===== src/rtl/core/tlbsa_pkg.sv =====
// shared types, constants and search functions for the two-level bitmap slot allocator
package tlbsa_pkg;

   // store geometry
   localparam int NUM_WORDS   = 32;
   localparam int WORD_BITS   = 32;
   localparam int WIDX_W      = $clog2(NUM_WORDS);
   localparam int BIT_W       = $clog2(WORD_BITS);
   localparam int TOTAL_SLOTS = NUM_WORDS * WORD_BITS;
   localparam int COUNT_W     = $clog2(TOTAL_SLOTS + 1);

   // field widths of the channels
   localparam int SLOT_W      = 10;
   localparam int CNT_W       = 11;
   localparam int THR_W       = 11;
   localparam logic [THR_W-1:0] THR_RESET = THR_W'(768);

   // command codes
   localparam logic CMD_ALLOC = 1'b0;
   localparam logic CMD_CLEAR = 1'b1;

   typedef struct packed {
      logic              command;
      logic [SLOT_W-1:0] start_slot;
   } req_type;

   typedef struct packed {
      logic [SLOT_W-1:0] slot_index;
      logic              failed;
      logic [CNT_W-1:0]  slots_used;
      logic              past_threshold;
   } rsp_type;

   // lowest set bit of a word
   function automatic logic [BIT_W-1:0] find_bit(input logic [WORD_BITS-1:0] vec);
      logic [BIT_W-1:0] idx;
      idx = '0;
      for (int i = WORD_BITS - 1; i >= 0; i--) begin
         if (vec[i]) idx = BIT_W'(i);
      end
      return idx;
   endfunction

   // lowest set bit of a word-level vector
   function automatic logic [WIDX_W-1:0] find_word(input logic [NUM_WORDS-1:0] vec);
      logic [WIDX_W-1:0] idx;
      idx = '0;
      for (int i = NUM_WORDS - 1; i >= 0; i--) begin
         if (vec[i]) idx = WIDX_W'(i);
      end
      return idx;
   endfunction

   // word number plus offset, wrapped around the store
   function automatic logic [WIDX_W-1:0] wrap_add(input logic [WIDX_W-1:0] base,
                                                  input logic [WIDX_W-1:0] offs);
      logic [WIDX_W:0] sum;
      sum = {1'b0, base} + {1'b0, offs};
      if (sum >= (WIDX_W + 1)'(NUM_WORDS)) sum = sum - (WIDX_W + 1)'(NUM_WORDS);
      return sum[WIDX_W-1:0];
   endfunction

endpackage


===== src/rtl/core/two_level_bitmap_slot_allocator.sv =====
// two-level bitmap slot allocator: word store, full-word summary and search sequencer
//
//   channel  dir  handshake          carries
//   req      in   req_valid/stall    req_type: command, start_slot
//   rsp      out  rsp_valid/stall    rsp_type: slot_index, failed, slots_used, past_threshold
//   csr      in   csr_valid/ready    retire threshold, 11 bits
//
// clear: result registered in the cycle after the transfer.
// allocate: the result is registered from state LOOK0 when the start word holds a free slot at or
// above the start bit, and also when the search falls back to the start word's low bits or fails;
// from state LOOK1, after a registered read of the next non-full word, when the search moves there.
// one item in flight: req_stall stays high until the result has been transferred.
// reset empties the store through per-word valid bits and sets the threshold to 768.
module two_level_bitmap_slot_allocator (
   input  logic                      clock,
   input  logic                      reset,
   input  logic                      req_valid,
   output logic                      req_stall,
   input  tlbsa_pkg::req_type        req_data,
   output logic                      rsp_valid,
   input  logic                      rsp_stall,
   output tlbsa_pkg::rsp_type        rsp_data,
   input  logic                      csr_valid,
   output logic                      csr_ready,
   input  logic [tlbsa_pkg::THR_W-1:0] csr_data
);
   import tlbsa_pkg::*;

   localparam logic [1:0] S_IDLE  = 2'd0;
   localparam logic [1:0] S_LOOK0 = 2'd1;
   localparam logic [1:0] S_LOOK1 = 2'd2;

   // word store and its read port
   logic [WORD_BITS-1:0] slot_mem [NUM_WORDS];
   logic [WORD_BITS-1:0] rd_data_ff;
   logic                 rd_vld_ff;
   logic [WIDX_W-1:0]    rd_addr;
   logic                 wr_en;
   logic [WIDX_W-1:0]    wr_addr;
   logic [WORD_BITS-1:0] wr_data;

   // control and status state
   logic [1:0]           state_ff, state_in;
   logic [NUM_WORDS-1:0] word_vld_ff, word_vld_in;
   logic [NUM_WORDS-1:0] full_ff, full_in;
   logic [COUNT_W-1:0]   count_ff, count_in;
   logic [THR_W-1:0]     thr_ff, thr_in;
   logic [WIDX_W-1:0]    cur_w_ff, cur_w_in;
   logic [BIT_W-1:0]     b0_ff, b0_in;
   logic                 rsp_valid_ff, rsp_valid_in;
   rsp_type              rsp_ff, rsp_in;

   // search datapath
   logic                 accept;
   logic [WIDX_W-1:0]    req_w0;
   logic [BIT_W-1:0]     req_b0;
   logic [WORD_BITS-1:0] word;
   logic [WORD_BITS-1:0] hi_mask;
   logic [WORD_BITS-1:0] free_hi;
   logic [WORD_BITS-1:0] free_lo;
   logic [WORD_BITS-1:0] find_vec;
   logic [BIT_W-1:0]     find_idx;
   logic [NUM_WORDS-1:0] nonfull_rot;
   logic                 nonfull_any;
   logic [WIDX_W-1:0]    next_w;
   logic [WORD_BITS-1:0] taken_word;
   logic                 take;
   logic                 fail;
   logic [COUNT_W-1:0]   count_take;

   assign accept    = req_valid && !req_stall;
   assign req_stall = (state_ff != S_IDLE) || rsp_valid_ff;
   assign rsp_valid = rsp_valid_ff;
   assign rsp_data  = rsp_ff;
   assign csr_ready = 1'b1;

   // start position split into word and bit
   assign req_w0 = WIDX_W'((int'(req_data.start_slot) / WORD_BITS) % NUM_WORDS);
   assign req_b0 = BIT_W'(int'(req_data.start_slot) % WORD_BITS);

   // word read back, unwritten words read as free
   assign word = rd_vld_ff ? rd_data_ff : '0;

   // eligible bits at and above the start bit
   always_comb begin
      for (int i = 0; i < WORD_BITS; i++) begin
         hi_mask[i] = (BIT_W'(i) >= b0_ff);
      end
   end

   assign free_hi = ~word & hi_mask;
   assign free_lo = ~word & ~hi_mask;

   // summary search: next non-full word after the start word, in circular order
   always_comb begin
      nonfull_rot[0] = 1'b0;
      for (int k = 1; k < NUM_WORDS; k++) begin
         nonfull_rot[k] = !full_ff[wrap_add(cur_w_ff, WIDX_W'(k))];
      end
   end

   assign nonfull_any = |nonfull_rot;
   assign next_w      = wrap_add(cur_w_ff, find_word(nonfull_rot));

   // shared find-first-free unit
   always_comb begin
      if (state_ff == S_LOOK1) begin
         find_vec = ~word;
      end else if (free_hi != '0) begin
         find_vec = free_hi;
      end else begin
         find_vec = free_lo;
      end
   end

   assign find_idx   = find_bit(find_vec);
   assign taken_word = word | (WORD_BITS'(1) << find_idx);
   assign count_take = count_ff + COUNT_W'(1);

   // take or fail decision per search step
   always_comb begin
      take = 1'b0;
      fail = 1'b0;
      case (state_ff)
         S_LOOK0: begin
            if (free_hi != '0) begin
               take = 1'b1;
            end else if (nonfull_any) begin
               take = 1'b0;
            end else if (free_lo != '0) begin
               take = 1'b1;
            end else begin
               fail = 1'b1;
            end
         end
         S_LOOK1: begin
            take = 1'b1;
         end
         default: begin
            take = 1'b0;
         end
      endcase
   end

   assign rd_addr = (state_ff == S_IDLE) ? req_w0 : next_w;
   assign wr_en   = take;
   assign wr_addr = cur_w_ff;
   assign wr_data = taken_word;

   // sequencer and state updates
   always_comb begin
      state_in     = state_ff;
      word_vld_in  = word_vld_ff;
      full_in      = full_ff;
      count_in     = count_ff;
      thr_in       = thr_ff;
      cur_w_in     = cur_w_ff;
      b0_in        = b0_ff;
      rsp_valid_in = rsp_valid_ff;
      rsp_in       = rsp_ff;

      if (csr_valid && csr_ready) thr_in = csr_data;

      // result leaves on a transfer
      if (rsp_valid_ff && !rsp_stall) rsp_valid_in = 1'b0;

      case (state_ff)
         S_IDLE: begin
            if (accept) begin
               if (req_data.command == CMD_CLEAR) begin
                  word_vld_in               = '0;
                  full_in                   = '0;
                  count_in                  = '0;
                  rsp_valid_in              = 1'b1;
                  rsp_in.slot_index         = '0;
                  rsp_in.failed             = 1'b0;
                  rsp_in.slots_used         = '0;
                  rsp_in.past_threshold     = (thr_ff == '0);
               end else begin
                  cur_w_in = req_w0;
                  b0_in    = req_b0;
                  state_in = S_LOOK0;
               end
            end
         end
         S_LOOK0, S_LOOK1: begin
            if (take) begin
               word_vld_in[cur_w_ff] = 1'b1;
               if (taken_word == '1) full_in[cur_w_ff] = 1'b1;
               count_in              = count_take;
               rsp_valid_in          = 1'b1;
               rsp_in.slot_index     = SLOT_W'(int'(cur_w_ff) * WORD_BITS + int'(find_idx));
               rsp_in.failed         = 1'b0;
               rsp_in.slots_used     = CNT_W'(count_take);
               rsp_in.past_threshold = (COUNT_W + THR_W)'(count_take) >=
                                       (COUNT_W + THR_W)'(thr_ff);
               state_in              = S_IDLE;
            end else if (fail) begin
               rsp_valid_in          = 1'b1;
               rsp_in.slot_index     = '0;
               rsp_in.failed         = 1'b1;
               rsp_in.slots_used     = CNT_W'(count_ff);
               rsp_in.past_threshold = (COUNT_W + THR_W)'(count_ff) >=
                                       (COUNT_W + THR_W)'(thr_ff);
               state_in              = S_IDLE;
            end else begin
               cur_w_in = next_w;
               state_in = S_LOOK1;
            end
         end
         default: begin
            state_in = S_IDLE;
         end
      endcase
   end

   // control registers
   always_ff @(posedge clock) begin
      if (reset) begin
         state_ff     <= S_IDLE;
         word_vld_ff  <= '0;
         full_ff      <= '0;
         count_ff     <= '0;
         thr_ff       <= THR_RESET;
         rsp_valid_ff <= 1'b0;
      end else begin
         state_ff     <= state_in;
         word_vld_ff  <= word_vld_in;
         full_ff      <= full_in;
         count_ff     <= count_in;
         thr_ff       <= thr_in;
         rsp_valid_ff <= rsp_valid_in;
      end
   end

   // payload registers
   always_ff @(posedge clock) begin
      cur_w_ff <= cur_w_in;
      b0_ff    <= b0_in;
      rsp_ff   <= rsp_in;
   end

   // word store: one write and one registered read per cycle
   always_ff @(posedge clock) begin
      if (wr_en) slot_mem[wr_addr] <= wr_data;
      rd_data_ff <= slot_mem[rd_addr];
   end

   always_ff @(posedge clock) begin
      if (reset) begin
         rd_vld_ff <= 1'b0;
      end else begin
         rd_vld_ff <= word_vld_in[rd_addr] && word_vld_ff[rd_addr];
      end
   end

   // a pending result means the sequencer is idle
   assert property (@(posedge clock) disable iff (reset)
      rsp_valid_ff |-> (state_ff == S_IDLE))
      else $error("result pending while search is running");

   // a failed allocation only happens with every slot used
   assert property (@(posedge clock) disable iff (reset)
      (rsp_valid_ff && rsp_ff.failed) |-> (count_ff == COUNT_W'(TOTAL_SLOTS)))
      else $error("allocation failed with free slots left");

   // used count never exceeds the store size
   assert property (@(posedge clock) disable iff (reset)
      count_ff <= COUNT_W'(TOTAL_SLOTS))
      else $error("used count beyond store size");

   // a second search step only ever comes directly after the first
   assert property (@(posedge clock) disable iff (reset)
      (state_ff == S_LOOK1) |-> ($past(state_ff) == S_LOOK0))
      else $error("second search step without first");

endmodule

===== config.mk =====
export PLATFORM = sky130hd
export DESIGN_NAME = two_level_bitmap_slot_allocator
export DESIGN_NICKNAME = d
export VERILOG_FILES = /design/src/rtl/core/tlbsa_pkg.sv /design/src/rtl/core/two_level_bitmap_slot_allocator.sv
export SDC_FILE = /design/constraint.sdc
export NUM_CORES = 2
export LEC_CHECK = 0
export BUFFER_PORTS_ARGS = -buffer_cell sky130_fd_sc_hd__clkbuf_2
export CORE_ASPECT_RATIO = 1.1
export CORE_MARGIN = 2
export CORE_UTILIZATION = 42
export DETAILED_ROUTE_END_ITERATION = 10
export GPL_TIMING_DRIVEN = 0
export PLACE_DENSITY = 0.62
export SLEW_MARGIN = 5
export SYNTH_ARGS = -nofsm -noshare
export SYNTH_HDL_FRONTEND = slang
export SYNTH_SLANG_ARGS = --single-unit

===== constraint.sdc =====
create_clock -name clock -period 10.77 [get_ports clock]
set_input_delay 1.077 -clock clock [delete_from_list [all_inputs] [get_ports clock]]
set_output_delay 1.077 -clock clock [all_outputs]
set_load 0.005 [all_outputs]

==> impl_metrics.ini <==
[outcome]
outcome = finished, final reports clean

[timing]
clock_skew_ns = 0.0584
min_period_ns = 9.87
fmax_mhz = 101
hold_viol_final = 0
slew_headroom_pct = 3.22
setup_viol_count_final = 0
post-route-period-util_pct = 91.7
grt_setup_unrepaired = false
slew_violations = 0
worstMarginPinSlew_ns = 1.43

[critical_path]
r2r_cells = 28
cp.required_ns = 11.31
slowest_delay_ns = 0.92
end_kind = flip-flop
start_kind = flip-flop
crit_type = flip-flop to flip-flop
regToRegSetupSlack_ns = 0.90
r2r_end = rd_data_ff[11]$_DFF_P_
worst-endpoint-arrival_ns = 10.41
cp_max_fo = 10
crit_end = rd_data_ff[11]$_DFF_P_
path_buf_inv = 8
reg2reg_from = cur_w_ff[1]$_DFFE_PP_
cp_slowest_cell = clkbuf_1
path_delay_family = buffers and inverters
critical_path.startpoint = cur_w_ff[1]$_DFFE_PP_
crit_cells = 28

[layout]
nets = 3715
postLayoutCoreUtil_pct = 48.5
drive_gt1_share_pct = 19.8
area.growth.synth_to_final_pct = 14.5

[power]
ir_worst_vdd_mv = 0.157
leakage_nw = 19.1
power.density_mw_per_mm2 = 180
p_int_mw = 7.83
p_seq_share_pct = 47.8
clkPwrFrac_pct = 37.7
sw_frac_of_total_pct = 27.1
comb_power_share_pct = 14.4
finalPower_mw = 10.7
power_switching_mw = 2.91

[synth]
yosysTopAreaCell = edfxtp_1
async_flop_share_pct = 0
seq_area_frac_synth_pct = 65.5
yosysMostFrequentCell = edfxtp_1
synth.avg_cell_area_um2 = 15.2
ys_ff_latch = 1179
yosys_warnings = 0
synth-edff-count = 1057
synthCells = 3421
synthesis.nets = 3498
synth_commonest_cells = 1057 x edfxtp_1, 452 x nand2_1, 322 x mux4_2, 202 x nand3_1, 151 x nor2_1
ys_dominant_reg_cell = edfxtp_1
yosys-top-cells-area = edfxtp_1 61%, mux4_2 14%, dfxtp_1 4.7%
yosysUniqueCellTypes = 100
synth_area_mm2 = 0.0522
synth.top_cell.area_share_pct = 60.9

[floorplanning]
die_x_um = 340
start_util_pct = 42.4
std_cell_rows = 135
dieArea_mm2 = 0.127
io_pins = 53
core_mm2 = 0.123
die_h_um = 374

[route]
viasPerCell = 6.01
post_drt_wl_per_cell_um = 28.3
drtAntennaViolNets = 0
drt_wl_total_mm = 153
drcViolationCount = 0
dr_total_vias = 32300
dr.first_iter.drc_count = 3471
drt_pass1_iterations = 6

[cts]
cts_tree = built
root_buffer = clkbuf_16
cts_max_path_buffers = 3
hold_buffers = 0
post-cts-setup-buffers = 0
path_clk_slew_ns = 0.06
cts_buffers = 113
clock_sinks = 1179
clock_latency_ns = 0.75
cts-resized-gates = 0
cts-htree-levels = 3

[grt]
grt_pass1_wl_mm = 221
grt_util_all_layers_pct = 23.9
antenna_found_initial = 3
grt_max_degree = 33
grt_overflow = 0
grt_pass1_vias = 32000

[placement]
dp_hpwl_mm = 111
gp_congestion = 0.998
port_buffers = 50

[hold_path]
hold_path_class = flip-flop to flip-flop

[flow_run]
drv_cap = 0
## power groups by stage
stage	Combinational (mW)	Sequential, mW	Clock (mW)
5_1_grt	1.65	5.14	4.27
4_1_cts	1.54	5.13	4.10
6_report	1.55	5.14	4.05
2_1_floorplan	0.941	5.19	0
3_3_place_gp	1.49	5.24	0
3_5_place_dp	1.54	5.23	0
## kinds of logic (layout without fill, tap and decap cells)
kind of cell | after synthesis | after routing | share of synthesized area, %
XOR/XNOR | 52 | 52 | 0.873
other | 1 | 4 | 0.00719
AND/OR/NAND/NOR | 1044 | 1044 | 9.30
flip-flops | 1179 | 1179 | 65.5
multiplexers | 395 | 395 | 15.3
AO/OA/AOI/OAI | 430 | 430 | 5.53
buffers and inverters | 270 | 587 | 2.20
adder cells (fa/ha/maj) | 50 | 50 | 1.21
## stage by stage
step	setup TNS, ns	area, µm²	instances	hold WS, ns	worst slack, ns
3_5_place_dp	0	55900	5168	0.459	0.600
3_3_place_gp	-38.33	54500	5115	0.449	-0.996
6_report	0	59700	5385	0.479	0.895
5_1_grt	0	59700	5382	0.507	0.266
4_1_cts	0	59700	5383	0.475	0.533
2_1_floorplan	0	52200	3421	0.432	4.01
## worst min-delay path: stages (launching register included)
cell and delay (ns):
dfxtp_1 0.32, nand2_1 0.06, a21oi_1 0.05
## registers in the layout, indices dropped and copies added (netlist names), 11 cells and up
name	count
rsp_data	23
full_ff	32
rd_data_ff	32
slot_mem	1024
count_ff	11
word_vld_ff	32
thr_ff	11
## cell usage in the layout, fill, tap and decap left out, drive strengths merged, types with 55 or more instances in the layout
master	n
buf	148
nand2	453
a21oi	85
o21ai	125
nor2	151
edfxtp	1057
clkinv	55
clkbuf	313
mux2i	61
mux4	322
nand3	203
dfxtp	122
## layout make-up
cell class / instances / area (µm²)
clock buffer: 136 / 2950
tap: 1644 / 2060
buffer: 222 / 967
clock inverter: 79 / 862
fill: 10400 / 63400
sequential: 1179 / 34200
inverter: 47 / 176
timing repair buffer: 103 / 1300
antenna: 3 / 7.51
multi-input combinational: 1972 / 17200
## layer usage
layer | vias up | share of wire, % | GRT usage (%)
met4 | 2 | 6.3 | 13.0
li1 | 13900 | - | -
met1 | 16500 | 39 | 31.4
met2 | 1524 | 47 | 38.3
met5 | - | 0.0072 | 0
met3 | 363 | 7.6 | 3.58
## how the worst min path moves through the flow
stage,endpoint,slack (ns),cells after the start,start
after floorplan,word_vld_ff[0]$_SDFF_PP0_,0.43,2,word_vld_ff[0]$_SDFF_PP0_
final,word_vld_ff[26]$_SDFF_PP0_,0.48,2,word_vld_ff[26]$_SDFF_PP0_
after detailed placement,word_vld_ff[2]$_SDFF_PP0_,0.46,2,word_vld_ff[2]$_SDFF_PP0_
after CTS,word_vld_ff[2]$_SDFF_PP0_,0.48,2,word_vld_ff[2]$_SDFF_PP0_
after global routing,full_ff[25]$_SDFFE_PP0P_,0.51,2,full_ff[25]$_SDFFE_PP0P_
after global placement,word_vld_ff[0]$_SDFF_PP0_,0.45,2,word_vld_ff[0]$_SDFF_PP0_
Note: power is estimated with default switching activity, not from simulation.
